<file path="config.mk">
export PLATFORM = sky130hd
export DESIGN_NAME = aavt_queue
export DESIGN_NICKNAME = d
export VERILOG_FILES = /design/src/design/aavt_pkg.sv /design/src/design/aavt_queue.sv
export VERILOG_INCLUDE_DIRS = /design/src /design/src/design
export SDC_FILE = /design/constraint.sdc
export NUM_CORES = 1
export LEC_CHECK = 0
export BUFFER_PORTS_ARGS = -buffer_cell sky130_fd_sc_hd__buf_2
export CAP_MARGIN = 20
export CORE_MARGIN = 8
export CORE_UTILIZATION = 40
export DETAILED_ROUTE_END_ITERATION = 8
export PLACE_DENSITY = 0.64
export SLEW_MARGIN = 20
export SYNTH_ARGS = -nofsm -noshare
export SYNTH_HDL_FRONTEND = slang
export SYNTH_SLANG_ARGS = --single-unit
</file>
<file path="constraint.sdc">
create_clock -name clk -period 8.3 [get_ports clk]
set_clock_uncertainty 0.05 [all_clocks]
set_input_delay 0.415 -clock clk [delete_from_list [all_inputs] [get_ports clk]]
set_output_delay 0.415 -clock clk [all_outputs]
set_load 0.005 [all_outputs]
</file>
<file path="src/design/axis_angle_vertex_transform_macros.svh">
// Assertion macros for the axis-angle vertex transform modules.
// Depends on nothing; included by the files that carry assertions.
`ifndef AXIS_ANGLE_VERTEX_TRANSFORM_MACROS_SVH
`define AXIS_ANGLE_VERTEX_TRANSFORM_MACROS_SVH
`ifndef SYNTHESIS
// Same-cycle implication, disabled while reset is asserted.
`define AAVT_ASSERT_IMPL(lbl, clk, rstn, ante, cons) \
	lbl: assert property (@(posedge clk) disable iff (!rstn) (ante) |-> (cons)) \
		else $error("assertion failed");
// Next-cycle implication, disabled while reset is asserted.
`define AAVT_ASSERT_NEXT(lbl, clk, rstn, ante, cons) \
	lbl: assert property (@(posedge clk) disable iff (!rstn) (ante) |=> (cons)) \
		else $error("assertion failed");
`else
`define AAVT_ASSERT_IMPL(lbl, clk, rstn, ante, cons)
`define AAVT_ASSERT_NEXT(lbl, clk, rstn, ante, cons)
`endif
`endif

</file>
<file path="src/design/aavt_pkg.sv">
// Types, constants and the arctangent table of the axis-angle vertex transform.
// Depends on nothing; imported by every module of the block.
`default_nettype none
package aavt_pkg;

	// Angle constants in Q4.28 radians.
	localparam logic signed [32:0] ANG_PI      = 33'sd843314857;
	localparam logic signed [32:0] ANG_HALF_PI = 33'sd421657428;
	localparam logic signed [32:0] ANG_TWO_PI  = 33'sd1686629713;

	// CORDIC start value: converged gain in Q30.
	localparam logic signed [33:0] CORDIC_GAIN = 34'sd652032874;

	// Number of arctangent table entries.
	localparam int ATAN_ENTRIES = 24;

	// Depth of the queue between front and back.
	localparam int QDEPTH = 4;

	// Stream widths.
	localparam int IN_W  = 304;
	localparam int OUT_W = 128;

	// Vertex payload carried through the block.
	typedef struct packed {
		logic [2:0][31:0] p;
		logic [2:0][31:0] pos;
		logic [2:0][15:0] a;
		logic [31:0]      color;
	} vtx_t;

	// Queue entry: vertex plus reduced angle and quadrant flip.
	typedef struct packed {
		vtx_t               vtx;
		logic signed [31:0] ang;
		logic               flip;
	} item_t;

	// Arctangent of 2^-i in Q28.
	function automatic logic [31:0] atan_q28(input logic [4:0] idx);
		logic [31:0] r;
		unique case (idx)
			5'd0:  r = 32'd210828714;
			5'd1:  r = 32'd124459457;
			5'd2:  r = 32'd65760959;
			5'd3:  r = 32'd33381290;
			5'd4:  r = 32'd16755422;
			5'd5:  r = 32'd8385879;
			5'd6:  r = 32'd4193963;
			5'd7:  r = 32'd2097109;
			5'd8:  r = 32'd1048571;
			5'd9:  r = 32'd524287;
			5'd10: r = 32'd262144;
			5'd11: r = 32'd131072;
			5'd12: r = 32'd65536;
			5'd13: r = 32'd32768;
			5'd14: r = 32'd16384;
			5'd15: r = 32'd8192;
			5'd16: r = 32'd4096;
			5'd17: r = 32'd2048;
			5'd18: r = 32'd1024;
			5'd19: r = 32'd512;
			5'd20: r = 32'd256;
			5'd21: r = 32'd128;
			5'd22: r = 32'd64;
			5'd23: r = 32'd32;
			default: r = 32'd0;
		endcase
		return r;
	endfunction

endpackage
`default_nettype wire

</file>
<file path="src/design/aavt_queue.sv">
// Short queue between front and back so that each side stalls on its own.
// Depends on aavt_pkg and the assertion macro header.
`default_nettype none
`include "axis_angle_vertex_transform_macros.svh"
module aavt_queue
	import aavt_pkg::*;
(
	input  wire logic  clk,
	input  wire logic  arst_n,
	input  wire logic  push,
	input  item_t      wr_item,
	output logic       full,
	input  wire logic  pop,
	output item_t      rd_item,
	output logic       nempty
);

	localparam int PW = $clog2(QDEPTH);

	item_t         mem_q [QDEPTH];
	logic [PW-1:0] wr_ptr_q;
	logic [PW-1:0] rd_ptr_q;
	logic [PW:0]   count_q;

	assign full    = (count_q == (PW+1)'(QDEPTH));
	assign nempty  = (count_q != '0);
	assign rd_item = mem_q[rd_ptr_q];

	// Pointers and fill count.
	always_ff @(posedge clk or negedge arst_n) begin
		if (!arst_n) begin
			wr_ptr_q <= '0;
			rd_ptr_q <= '0;
			count_q  <= '0;
		end else begin
			if (push) begin
				wr_ptr_q <= wr_ptr_q + 1'b1;
			end
			if (pop) begin
				rd_ptr_q <= rd_ptr_q + 1'b1;
			end
			if (push && !pop) begin
				count_q <= count_q + 1'b1;
			end else if (pop && !push) begin
				count_q <= count_q - 1'b1;
			end
		end
	end

	// Storage write.
	always_ff @(posedge clk) begin
		if (push) begin
			mem_q[wr_ptr_q] <= wr_item;
		end
	end

	`AAVT_ASSERT_IMPL(a_count_bound, clk, arst_n, 1'b1, count_q <= (PW+1)'(QDEPTH))
	`AAVT_ASSERT_NEXT(a_count_up, clk, arst_n, push && !pop, count_q == $past(count_q) + 1'b1)
	`AAVT_ASSERT_NEXT(a_count_dn, clk, arst_n, pop && !push, count_q == $past(count_q) - 1'b1)

endmodule
`default_nettype wire

</file>
### Yosys cells after proc, flatten, opt, wreduce, memory -nomap -nowiden

Memory sizes are Yosys's and may differ from the RTL's.
Cells that the tools add are included.

* $add $sub $neg: 4
* eq/ne operators: 1
* multiplexer cells: 4
* reduce and logical (&&, ||, !) cells: 6

Operators by type and width (number)
* $mux W3: 2
* $add A2 B1 Y2 const B: 2
* $add A3 B1 Y3 const B: 1
* $eq A3 B3 Y1 const B: 1
* $reduce_bool A3 Y1: 1
* $sub A3 B1 Y3 const B: 1
* $logic_and A1 B1 Y1: 2
* $logic_not A1 Y1: 2
* $mux W1: 2
* $reduce_bool A2 Y1: 1

* flip-flop bits (word level): 7
* input port bits: 309
* output and inout port bits: 307
* memory bits (writable): 1220
* logic and storage cells: 19
* memories: 1

Memory list
* mem_q: words 4, bits a word 305, read ports 1, clocked after Yosys merged registers in 0, wr ports 1, RTL line aavt_queue.sv:20 `item_t mem_q [QDEPTH];`

### Logic depth before layout (Yosys ltp)

* word-level depth: 4
* depth in mapped cells: 7
* gate-level depth less buffers: 7

### Worst setup path before layout

Ideal clock, no wire load.

* path kind: register to register
* start: reg wr_ptr_q[0]
* end: mem mem_q[2][0] (netlist name), enable pin
* setup time: 0.706 ns
* setup slack: 0.030 ns
* path buffers: 0
* clock period less this slack: 8.270 ns
* data required time: 7.544 ns
* arrival time: 7.514 ns
* cell stages (with the launch flop): 4
* path through: dfrtp_1 -> inv_1 -> ha_1 -> and2_1

RTL lines
* start, declared: RTL line aavt_queue.sv:21 `logic [PW-1:0] wr_ptr_q;`
* start signal, assigned: RTL line aavt_queue.sv:37 `wr_ptr_q <= wr_ptr_q + 1'b1;`
* end, declared: RTL line aavt_queue.sv:20

No word-level cell before the write port.

==> run metrics <==
Fmax=0.236 GHz; worst min path class=in -> async; Core ar.=110,000 um^2; combinational family with the most area after synthesis=multiplexers; post-route cell area=56,100 um^2; first-pass GRT wire length=146,000 um; Final Worst Setup Slack=4.07 ns; post-synth top area share=0.825; Die Area=122,000 um^2; Compound-Gate Fraction of Synth Area=0.000113; combinational share of power=0.275; Post-CTS Resized=0; Netlist Area Pre-Place=44,400 um^2; drt via density=4.99; RSZ-0062 raised after global routing=no; EDFF count, synth=1,220; final hold vios=0; max incr delay on CP=0.93 ns; Crit-path slowest cell=dfrtp_4; VDD IR max=250 uV; Starting Density=0.402; Ports=616; Die Y=349 um; drt wl/cell=23.2 um; syn_nets=1,942; vias in the first global route=22,848; Critical Path AT=3.76 ns; post-detail-place hpwl=59,000 um; fin crit share=0.509; Least-Margin Pin Slew=1.15 ns; Crit Path Class=reg -> out; ys async rst share=0.00570; Rel. slew slack=0.236; Yosys cell types=18; Leakage Power=19.0 nW; maximum fanout along the worst path=84; DR vias=21,066; antenna viol nets, final=0; share of the yosys chip area belonging to registers=0.829; pre-CTS WS=4.65 ns; Synth area leader=edfxtp_1; clock share of power=0.278; antenna violations before repair=16; Cell Int Power=0.0136 W; Synth Register Bits=1,227; TritonCTS Sinks=1,227; root buf cell=clkbuf_16; CP top delay family=buffers and inverters; Max-Cap Viols=0; global placement routability congestion=0.753; Flop pwr share=0.447; Initial DRC Count=1,362; Post-CTS Setup Repair Bufs=0; sw power=0.00531 W; r2r startpoint=wr_ptr_q[0]$_DFFE_PN0P_; drt first pass iters=4; WL final=97,800 um; Synth top cells by count=1,220 x edfxtp_1, 305 x mux4_2, 35 x buf_2; Top FF cell, synth=edfxtp_1; Die W=349 um; average cell area after synthesis=27.3 um^2; Layout Nets=2,935; most numerous cell in the Yosys netlist=edfxtp_1; Warnings, synthesis=0; row cnt=122; CP Buf/Inv Count=3; cell count after synthesis=1,627; GRT Overall Usage=0.156; Num CTS Buffers=120; Worst Setup Start Kind=flop; reg2reg setup slack=5.56 ns; synthesized-area fraction occupied by adder cells=0.00186; status=finished, final reports clean; pwr dens=336 nW/um^2; clock latency on the worst-skew pair=0.69 ns; switch share=0.281; clk slew on worst S/H paths=0.06 ns; hold_buf cts=308; Worst Path Required=7.84 ns; largest net degree at the start of global routing=148; final setup vio count=0; fillers=8,594; Layout area overhead=26.3%; worst-case clock buffer depth=3; share of layout cells above drive strength 1=0.405; port buffer count=615; mux share of post-synthesis cell area=0.155; Synth Area in XOR/XNOR=0.00118; drt drc=0; H-tree Lvls=3; total grt overflow=0; top post-synthesis cells by area=edfxtp_1 83%, mux4_2 15%, buf_6 0.68%; Placement Cell Area=49,100 um^2; Critical Path, Cell by Cell=buf_4 > buf_12 > mux4_2 > buf_2; CTS tree=done; CP endpoint kind=primary output; crit path from=rd_ptr_q[0]$_DFFE_PN0P_; setup_tns=0 ns; Final Max Slew Viols=0; Final min period=4.23 ns; simple-gate share of the synthesized area=0.00113
[placed cells by master, fill, tap and decap left out, types with 5 or more instances in the layout]
cell           count
edfxtp_1        1220
clkinv_1          26
clkbuf_1          38
buf_2            615
clkbuf_16        122
mux4_2           305
bufinv_16         10
dfrtp_1            5
diode_2           15
buf_12            12
clkinv_2          17
dlygate4sd3_1    308
ha_1               5
[final cells by class]
| cell class | instances | area (um^2) | area share |
|---|---|---|---|
| Multi-Input combinational cell | 328 | 7080 | 0.126 |
| Clock buffer | 160 | 3200 | 0.0570 |
| Tap cell | 1488 | 1860 | 0.0332 |
| Timing Repair Buffer | 939 | 6430 | 0.115 |
| Clock inverter | 63 | 653 | 0.0116 |
| Antenna cell | 15 | 37.5 | 0.000669 |
| Sequential cell | 1227 | 36800 | 0.656 |
| Inverter | 4 | 15.0 | 0.000268 |
[path summary, 6_finish.rpt]
| path | to | depth (start not counted) |
|---|---|---|
| min in group clk | mem_q[2][125]$_DFFE_PP_ | 2 |
| max in group asynchronous | rd_ptr_q[1]$_DFFE_PN0P_ | 2 |
| max | rd_item[140] | 4 |
| min reg2reg | count_q[2]$_DFFE_PN0P_ | 1 |
| min | rd_ptr_q[0]$_DFFE_PN0P_ | 2 |
| max reg2reg | mem_q[2][145]$_DFFE_PP_ | 4 |
[power by group through the flow]
stage                     combinational, W  clock (W)  sequential, W
after floorplan                    0.00312          0        0.00877
after global placement             0.00516          0        0.00850
after detailed placement           0.00519          0        0.00857
after CTS                          0.00535    0.00539        0.00844
after global routing               0.00556    0.00563        0.00852
final                              0.00519    0.00525        0.00843
[state kept, by name, summed over array words and instances (netlist names)]
register  flops
count_q       3
mem_q      1220
rd_ptr_q      2
wr_ptr_q      2
[per-layer routing]
layer	GRT usage	part of all wire	vias up
met5	0	0.00028	-
met4	0.0530	0.026	4
met3	0.0405	0.073	147
met2	0.270	0.52	692
met1	0.191	0.38	11108
li1	-	-	9115
[kinds of logic after synthesis]
logic type               count (synthesis)
buffers and inverters                   72
XOR/XNOR                                 6
adder cells (fa/ha/maj)                  6
flip-flops                            1227
AO/OA/AOI/OAI                            1
multiplexers                           306
AND/OR/NAND/NOR                          9
[metrics by stage]
| stage | utilization | cells | power [W] | hold slack, ns |
|---|---|---|---|---|
| final | 0.508 | 4224 | 0.0189 | 0.0693 |
| after global routing | 0.508 | 4221 | 0.0197 | 0.0567 |
| after CTS | 0.508 | 4209 | 0.0192 | 0.00154 |
| after detailed placement | 0.445 | 3678 | 0.0138 | 0.208 |
| after global placement | 0.445 | 3678 | 0.0137 | 0.200 |
| after floorplan | - | 1627 | 0.0119 | 0.0694 |
[worst reg2reg max path: stages, from the launching register on]
cell,delay (ns)
dfrtp_1,0.43
inv_1,0.11
ha_1,0.14
and2_4,0.64
buf_12,0.71
Note: power is estimated with default switching activity, not from simulation.
