[src/design/axis_angle_vertex_transform_macros.svh]
// Assertion macros for the axis-angle vertex transform modules.
// Depends on nothing; included by the files that carry assertions.
`ifndef AXIS_ANGLE_VERTEX_TRANSFORM_MACROS_SVH
`define AXIS_ANGLE_VERTEX_TRANSFORM_MACROS_SVH
`ifndef SYNTHESIS
// Same-cycle implication, disabled while reset is asserted.
`define AAVT_ASSERT_IMPL(lbl, clk, rstn, ante, cons) \
	lbl: assert property (@(posedge clk) disable iff (!rstn) (ante) |-> (cons)) \
		else $error("assertion failed");
// Next-cycle implication, disabled while reset is asserted.
`define AAVT_ASSERT_NEXT(lbl, clk, rstn, ante, cons) \
	lbl: assert property (@(posedge clk) disable iff (!rstn) (ante) |=> (cons)) \
		else $error("assertion failed");
`else
`define AAVT_ASSERT_IMPL(lbl, clk, rstn, ante, cons)
`define AAVT_ASSERT_NEXT(lbl, clk, rstn, ante, cons)
`endif
`endif

[src/design/aavt_pkg.sv]
// Types, constants and the arctangent table of the axis-angle vertex transform.
// Depends on nothing; imported by every module of the block.
`default_nettype none
package aavt_pkg;

	// Angle constants in Q4.28 radians.
	localparam logic signed [32:0] ANG_PI      = 33'sd843314857;
	localparam logic signed [32:0] ANG_HALF_PI = 33'sd421657428;
	localparam logic signed [32:0] ANG_TWO_PI  = 33'sd1686629713;

	// CORDIC start value: converged gain in Q30.
	localparam logic signed [33:0] CORDIC_GAIN = 34'sd652032874;

	// Number of arctangent table entries.
	localparam int ATAN_ENTRIES = 24;

	// Depth of the queue between front and back.
	localparam int QDEPTH = 4;

	// Stream widths.
	localparam int IN_W  = 304;
	localparam int OUT_W = 128;

	// Vertex payload carried through the block.
	typedef struct packed {
		logic [2:0][31:0] p;
		logic [2:0][31:0] pos;
		logic [2:0][15:0] a;
		logic [31:0]      color;
	} vtx_t;

	// Queue entry: vertex plus reduced angle and quadrant flip.
	typedef struct packed {
		vtx_t               vtx;
		logic signed [31:0] ang;
		logic               flip;
	} item_t;

	// Arctangent of 2^-i in Q28.
	function automatic logic [31:0] atan_q28(input logic [4:0] idx);
		logic [31:0] r;
		unique case (idx)
			5'd0:  r = 32'd210828714;
			5'd1:  r = 32'd124459457;
			5'd2:  r = 32'd65760959;
			5'd3:  r = 32'd33381290;
			5'd4:  r = 32'd16755422;
			5'd5:  r = 32'd8385879;
			5'd6:  r = 32'd4193963;
			5'd7:  r = 32'd2097109;
			5'd8:  r = 32'd1048571;
			5'd9:  r = 32'd524287;
			5'd10: r = 32'd262144;
			5'd11: r = 32'd131072;
			5'd12: r = 32'd65536;
			5'd13: r = 32'd32768;
			5'd14: r = 32'd16384;
			5'd15: r = 32'd8192;
			5'd16: r = 32'd4096;
			5'd17: r = 32'd2048;
			5'd18: r = 32'd1024;
			5'd19: r = 32'd512;
			5'd20: r = 32'd256;
			5'd21: r = 32'd128;
			5'd22: r = 32'd64;
			5'd23: r = 32'd32;
			default: r = 32'd0;
		endcase
		return r;
	endfunction

endpackage
`default_nettype wire

[src/design/aavt_front.sv]
// Front part: accepts vertex transfers, reduces the angle to a quadrant and
// scales the alpha byte. Depends on aavt_pkg.
`default_nettype none
module aavt_front
	import aavt_pkg::*;
(
	input  wire logic            clk,
	input  wire logic            arst_n,
	input  wire logic            s_axis_tvalid,
	output logic                 s_axis_tready,
	input  wire logic [IN_W-1:0] s_axis_tdata,
	output logic                 item_valid,
	input  wire logic            item_ready,
	output item_t                item
);

	logic               front_v_q;
	item_t              item_q;
	item_t              item_d;
	logic signed [32:0] z0;
	logic signed [32:0] z1;
	logic signed [32:0] z2;
	logic               flip;
	logic [16:0]        alpha_prod;
	logic [8:0]         alpha_raw;
	logic [7:0]         alpha;
	logic               take;

	// Angle reduction into [-pi/2, pi/2] with a flip of both outputs.
	always_comb begin
		z0 = 33'($signed({s_axis_tdata[287:272], 16'h0000}));
		if (z0 > ANG_PI) begin
			z1 = z0 - ANG_TWO_PI;
		end else if (z0 < -ANG_PI) begin
			z1 = z0 + ANG_TWO_PI;
		end else begin
			z1 = z0;
		end
		flip = 1'b0;
		if (z1 > ANG_HALF_PI) begin
			z2 = z1 - ANG_PI;
			flip = 1'b1;
		end else if (z1 < -ANG_HALF_PI) begin
			z2 = z1 + ANG_PI;
			flip = 1'b1;
		end else begin
			z2 = z1;
		end
	end

	// Alpha scaling, truncating, saturated at full byte.
	always_comb begin
		alpha_prod = 17'(s_axis_tdata[127:120]) * 17'(s_axis_tdata[296:288]);
		alpha_raw  = alpha_prod[16:8];
		alpha      = (alpha_raw > 9'd255) ? 8'hFF : alpha_raw[7:0];
	end

	// Unpack the transfer into a queue entry.
	always_comb begin
		item_d.vtx.p[0]   = s_axis_tdata[31:0];
		item_d.vtx.p[1]   = s_axis_tdata[63:32];
		item_d.vtx.p[2]   = s_axis_tdata[95:64];
		item_d.vtx.color  = {alpha, s_axis_tdata[119:96]};
		item_d.vtx.pos[0] = s_axis_tdata[159:128];
		item_d.vtx.pos[1] = s_axis_tdata[191:160];
		item_d.vtx.pos[2] = s_axis_tdata[223:192];
		item_d.vtx.a[0]   = s_axis_tdata[239:224];
		item_d.vtx.a[1]   = s_axis_tdata[255:240];
		item_d.vtx.a[2]   = s_axis_tdata[271:256];
		item_d.ang        = z2[31:0];
		item_d.flip       = flip;
	end

	assign s_axis_tready = !front_v_q || item_ready;
	assign take          = s_axis_tvalid && s_axis_tready;

	// Front register valid flag.
	always_ff @(posedge clk or negedge arst_n) begin
		if (!arst_n) begin
			front_v_q <= 1'b0;
		end else if (s_axis_tready) begin
			front_v_q <= s_axis_tvalid;
		end
	end

	// Front register payload.
	always_ff @(posedge clk) begin
		if (take) begin
			item_q <= item_d;
		end
	end

	assign item_valid = front_v_q;
	assign item       = item_q;

endmodule
`default_nettype wire

[config.mk]
export PLATFORM = sky130hd
export DESIGN_NAME = aavt_front
export DESIGN_NICKNAME = d
export VERILOG_FILES = /design/src/design/axis_angle_vertex_transform_macros.svh /design/src/design/aavt_pkg.sv /design/src/design/aavt_front.sv
export SDC_FILE = /design/constraint.sdc
export NUM_CORES = 1
export LEC_CHECK = 0
export BUFFER_PORTS_ARGS = -buffer_cell sky130_fd_sc_hd__buf_4
export CORE_AREA = 3 3 240 242
export CTS_CLUSTER_DIAMETER = 200
export DETAILED_ROUTE_END_ITERATION = 7
export DIE_AREA = 0 0 243 245
export PLACE_DENSITY = 0.55
export RECOVER_POWER = 25
export SYNTH_ARGS = -nofsm -noshare
export SYNTH_HDL_FRONTEND = slang
export SYNTH_SLANG_ARGS = --single-unit
[constraint.sdc]
create_clock -name clk -period 20.1 [get_ports clk]
set_input_delay 2.01 -clock clk [delete_from_list [all_inputs] [get_ports clk]]
set_output_delay 2.01 -clock clk [all_outputs]
set_load 0.005 [all_outputs]
; ---- Word-level counts from Yosys, hierarchy flattened
; Cells that the tools add are included.
; W data, S select, Z words.
[op_classes]
n_addsub = 4
n_mul = 1
order_cmp = 5
muxes = 5
n_reduce_logical = 3
[op_table]
columns = cell, count
row1 = $mux W33, 2
row2 = $mux W32, 2
row3 = $add A32 B32 Y33 const B, 1
row4 = $gt A33 B30 Y1 const B, 1
row5 = $lt A33 B30 Y1 const B, 1
row6 = $sub A32 B32 Y33 const B, 1
row7 = $add A32 B31 Y32 const B, 1
row8 = $gt A32 B31 Y1 const B, 1
row9 = $lt A32 B31 Y1 const B, 1
row10 = $sub A32 B31 Y32 const B, 1
row11 = $mul A8 B9 Y17, 1
row12 = $gt A9 B8 Y1 const B, 1
row13 = $logic_and A1 B1 Y1, 1
row14 = $logic_not A1 Y1, 1
row15 = $logic_or A1 B1 Y1, 1
row16 = $mux W1, 1
[word_totals]
regBits = 306
input_bits = 308
wordCells = 32

; ---- Logic depth before layout (Yosys ltp)
[logic_depth]
depth_word = 6
mapped_depth = 18
depth_no_buf = 18

; ---- Worst setup path after synthesis
; Ideal clock, no wire load.
[synth_timing]
path_type = input to register
start = input item_ready
end = register item_q, in the netlist item[0] (enable)
setup_ns = 0.701
arrival_ns = 8.986
slack_ns = 10.413
path_stages = 2
path_buffers = 0
path_cell_list = nand2b_1 > and2_1
[synth_between]
elab_chain_len = 2
[synth_rtl]
columns = element, line_no
row1 = "start, declared", aavt_front.sv:13  ; input wire logic item_ready,
row2 = $logic_or A1 B1 Y1, aavt_front.sv:74  ; assign s_axis_tready = !front_v_q || item_ready;
row3 = $logic_and A1 B1 Y1, aavt_front.sv:75  ; assign take = s_axis_tvalid && s_axis_tready;
row4 = named net take, aavt_front.sv:27  ; logic take;
row5 = "end signal, assigned", aavt_front.sv:89  ; item_q <= item_d;
row6 = "end, declared", aavt_front.sv:18  ; item_t item_q;
; The timed path passes the listed nets, and every way through them passes these cells.
; A chain may end at the register's enable or synchronous reset.

; ---- Worst setup path after layout
[layout_timing]
start = input s_axis_tdata[124]
end = register item_q, in the netlist item[63], data pin
[layout_between]
elab_chain_len = 2
[layout_rtl]
columns = element, line_no
row1 = "start, declared", aavt_front.sv:11  ; input wire logic [IN_W-1:0] s_axis_tdata,
row2 = $mul A8 B9 Y17 (*), aavt_front.sv:53  ; alpha_prod = 17'(s_axis_tdata[127:120]) * 17'(s_axis_tdata[296:288]);
row3 = $gt A9 B8 Y1, aavt_front.sv:55  ; alpha = (alpha_raw > 9'd255) ? 8'hFF : alpha_raw[7:0];
; Mark *: on every way between the ends. The rest lies on a longest branch, timed or not.

==> impl_metrics.py <==
metrics = {
    "route": {
        "ant_nets": 0,
        "drtPass1Iterations": 5,
        "route.detailed.drc": 0,
        "via_per_inst": 4.30,
        "wl_per_cell_um": 24.3,
        "vias": 9607,
        "drtIter0Drc": 525,
        "drt_wl_total_mm": 54.3,
    },
    "critical_path": {
        "ff2ff_path_depth": 4,
        "worstSetupPathType": "in -> reg",
        "startpoint": "s_axis_tdata[124]",
        "r2r-start": "item_valid$_DFFE_PN0N_",
        "r2r-end": "item[229]$_DFFE_PP_",
        "crit_arrival_ns": 6.38,
        "path_max_fanout": 9,
        "end_kind": "flip-flop",
        "cp-endpoint": "item[63]$_SDFFCE_PN1P_",
        "cp-start-kind": "primary input",
        "ff2ff_setup_slack_ns": 16.52,
        "critPathRequiredTime_ns": 20.48,
    },
    "sta": {
        "tns_ns": 0,
        "final-max-slew-violation-count": 0,
        "min_period_ns": 6.00,
        "grt_setup_unrepaired": "no",
        "slew_headroom_pct": 31.1,
        "fin_skew_ns": 0.0148,
        "tightestPinTransition_ns": 1.02,
        "timing_hold_violations_final": 0,
        "max_freq_mhz": 167,
        "setup_viol": 0,
        "fin_crit_sh_pct": 29.8,
    },
    "job": {
        "maxCapViolCount": 0,
    },
    "placed_design": {
        "hpwl_mm": 45.1,
        "portBuffers": 607,
        "routabilityCongestion": 0.893,
        "dp_cells": 2154,
    },
    "clock_tree": {
        "ctsResizeCount": 0,
        "cts_setup_buffers": 0,
        "clk_path_buf_depth": 3,
        "cts_buffers": 38,
        "clk_latency_ns": 0.54,
        "root_buffer": "clkbuf_16",
        "cts_max_level": 2,
        "clk_pin_slew_worst_paths_ns": 0.06,
        "tritoncts": "done",
        "cts_sinks": 301,
        "ctsHoldBuffers": 0,
    },
    "global_route": {
        "antenna_found_initial": 36,
        "grt-ovfl-total": 0,
        "grt_max_degree": 162,
        "grt_pass1_vias": 9735,
        "grt_pass1_wl_mm": 74.0,
        "track_usage_pct": 17.6,
    },
    "yosys": {
        "post_synth_num_cell_types": 81,
        "yosysSeqAreaShare_pct": 69.0,
        "syn_inst": 822,
        "ys_warn_count": 0,
        "synth-seq-cells": 301,
        "synthArstFlopShare_pct": 0.332,
        "synth_edf_count": 300,
        "syn-num-nets": 1209,
        "synthesis.area_mm2": 0.0131,
        "synthFlopType": "edfxtp_1",
        "syn_avg_cell_area_um2": 15.9,
    },
    "finish": {
        "layout_commonest_cell": "buf_4",
        "nFillCells": 5505,
        "layout_common_cells": "381 x buf_4, 300 x edfxtp_1, 220 x clkbuf_4, 62 x and2_1, 61 x inv_1",
        "nets": 1833,
        "layout-drive-gt1-share_pct": 46.5,
        "fin_cells": 2232,
        "areaGrowthSynthToFinish_pct": 50.2,
    },
    "hold_path": {
        "min_path_type": "reg -> reg",
    },
    "die": {
        "initial_core_util_pct": 23.7,
        "fp.dieH_um": 245,
        "die_w_um": 243,
        "ioPinCount": 615,
        "die_area_mm2": 0.0595,
        "core_area_mm2": 0.0553,
        "rows": 86,
    },
    "power": {
        "p_leak_nw": 8.14,
        "powerDensity_mw_per_mm2": 92.7,
        "vdd_drop_max_v": 0.0000563,
    },
    "outcome": {
        "status": "finished, final reports clean",
    },
}
==> kinds of logic after synthesis <==
kind of cell,count (synthesis),share of synthesized area [%]
xor gates and xnor gates,30,2.18
and+or+nand+nor,188,7.59
muxes,3,0.239
adders and majority gates,79,9.89
DFF,301,69.0
AOI/OAI and AO/OA,134,8.15
buffers and inverters,87,2.99
==> flip-flops by register name (all words and copies together) (netlist names) <==
name	cells
item_valid	1
item	300
==> routing by layer <==
metal | routed length, µm | vias up | track usage (%)
met5 | 80 | - | 0
met4 | 927 | 14 | 3.37
met3 | 6310 | 78 | 8.34
met2 | 26500 | 453 | 29.6
met1 | 20500 | 4734 | 20.5
li1 | - | 4328 | -
==> worst min path at each step <==
stage	start	to	slack (ns)	depth (start not counted)
finish	item_valid$_DFFE_PN0N_	item_valid$_DFFE_PN0N_	0.73	2
detailed placement	item_valid$_DFFE_PN0N_	item_valid$_DFFE_PN0N_	0.75	2
global route	item_valid$_DFFE_PN0N_	item_valid$_DFFE_PN0N_	0.79	2
CTS	item_valid$_DFFE_PN0N_	item_valid$_DFFE_PN0N_	0.77	2
floorplan	item_valid$_DFFE_PN0N_	item_valid$_DFFE_PN0N_	0.54	2
global placement	item_valid$_DFFE_PN0N_	item_valid$_DFFE_PN0N_	0.76	2
==> metrics by stage <==
step	hold WS (ns)	utilization (%)	setup WS, ns	cell area (µm²)	power [W]
after floorplan	0.537	-	10.41	13100	0.000998
after global placement	0.763	33.4	13.54	18500	0.00118
after detailed placement	0.750	33.4	13.56	18500	0.00119
after global routing	0.790	35.5	13.92	19700	0.00192
after CTS	0.766	35.6	14.14	19700	0.00186
final	0.727	35.6	14.10	19700	0.00182
==> final cells by class <==
class | instances | area, µm² | area share, %
diodes | 10 | 25.0 | 0.127
clock buffers | 44 | 973 | 4.95
clock inverters | 24 | 236 | 1.20
inverters | 62 | 233 | 1.18
multi-input cells | 434 | 3680 | 18.7
flip-flops and latches | 301 | 9030 | 45.9
well taps | 748 | 936 | 4.76
repair buffers | 609 | 4560 | 23.2
==> critical path, cell delays in order <==
cell,delay (ns)
buf_4,0.15
and2_1,0.16
fa_1,0.45
fa_1,0.54
inv_1,0.05
fa_1,0.46
fa_1,0.54
inv_1,0.04
ha_1,0.28
inv_1,0.05
o21bai_1,0.08
a21o_1,0.24
a2111o_1,0.48
a211oi_1,0.35
mux2_2,0.38
nand3_1,0.13
==> where the power goes <==
group | switching [W] | internal [W] | total [W]
sequential | 0.0000137 | 0.000756 | 0.000770
clock | 0.000281 | 0.000379 | 0.000660
combinational | 0.000210 | 0.000184 | 0.000395
==> cell usage after synthesis, types with 5 or more instances <==
cell | n | area [µm²]
and3_1 | 5 | 31.3
o21bai_1 | 5 | 37.5
buf_2 | 13 | 65.1
a211oi_1 | 6 | 45.0
nor2_1 | 29 | 109
nand3_1 | 14 | 70.1
inv_1 | 61 | 229
a31oi_1 | 5 | 31.3
a21o_1 | 8 | 60.1
o211ai_1 | 8 | 60.1
a21oi_1 | 16 | 80.1
xnor2_1 | 19 | 166
fa_1 | 41 | 821
buf_4 | 5 | 37.5
edfxtp_1 | 300 | 9010
ha_1 | 38 | 475
or3_1 | 6 | 37.5
o21ai_0 | 19 | 95.1
o22ai_1 | 6 | 37.5
xor2_1 | 8 | 70.1
and2_1 | 63 | 394
nand2_1 | 42 | 158
(Power assumes the default switching activity.)
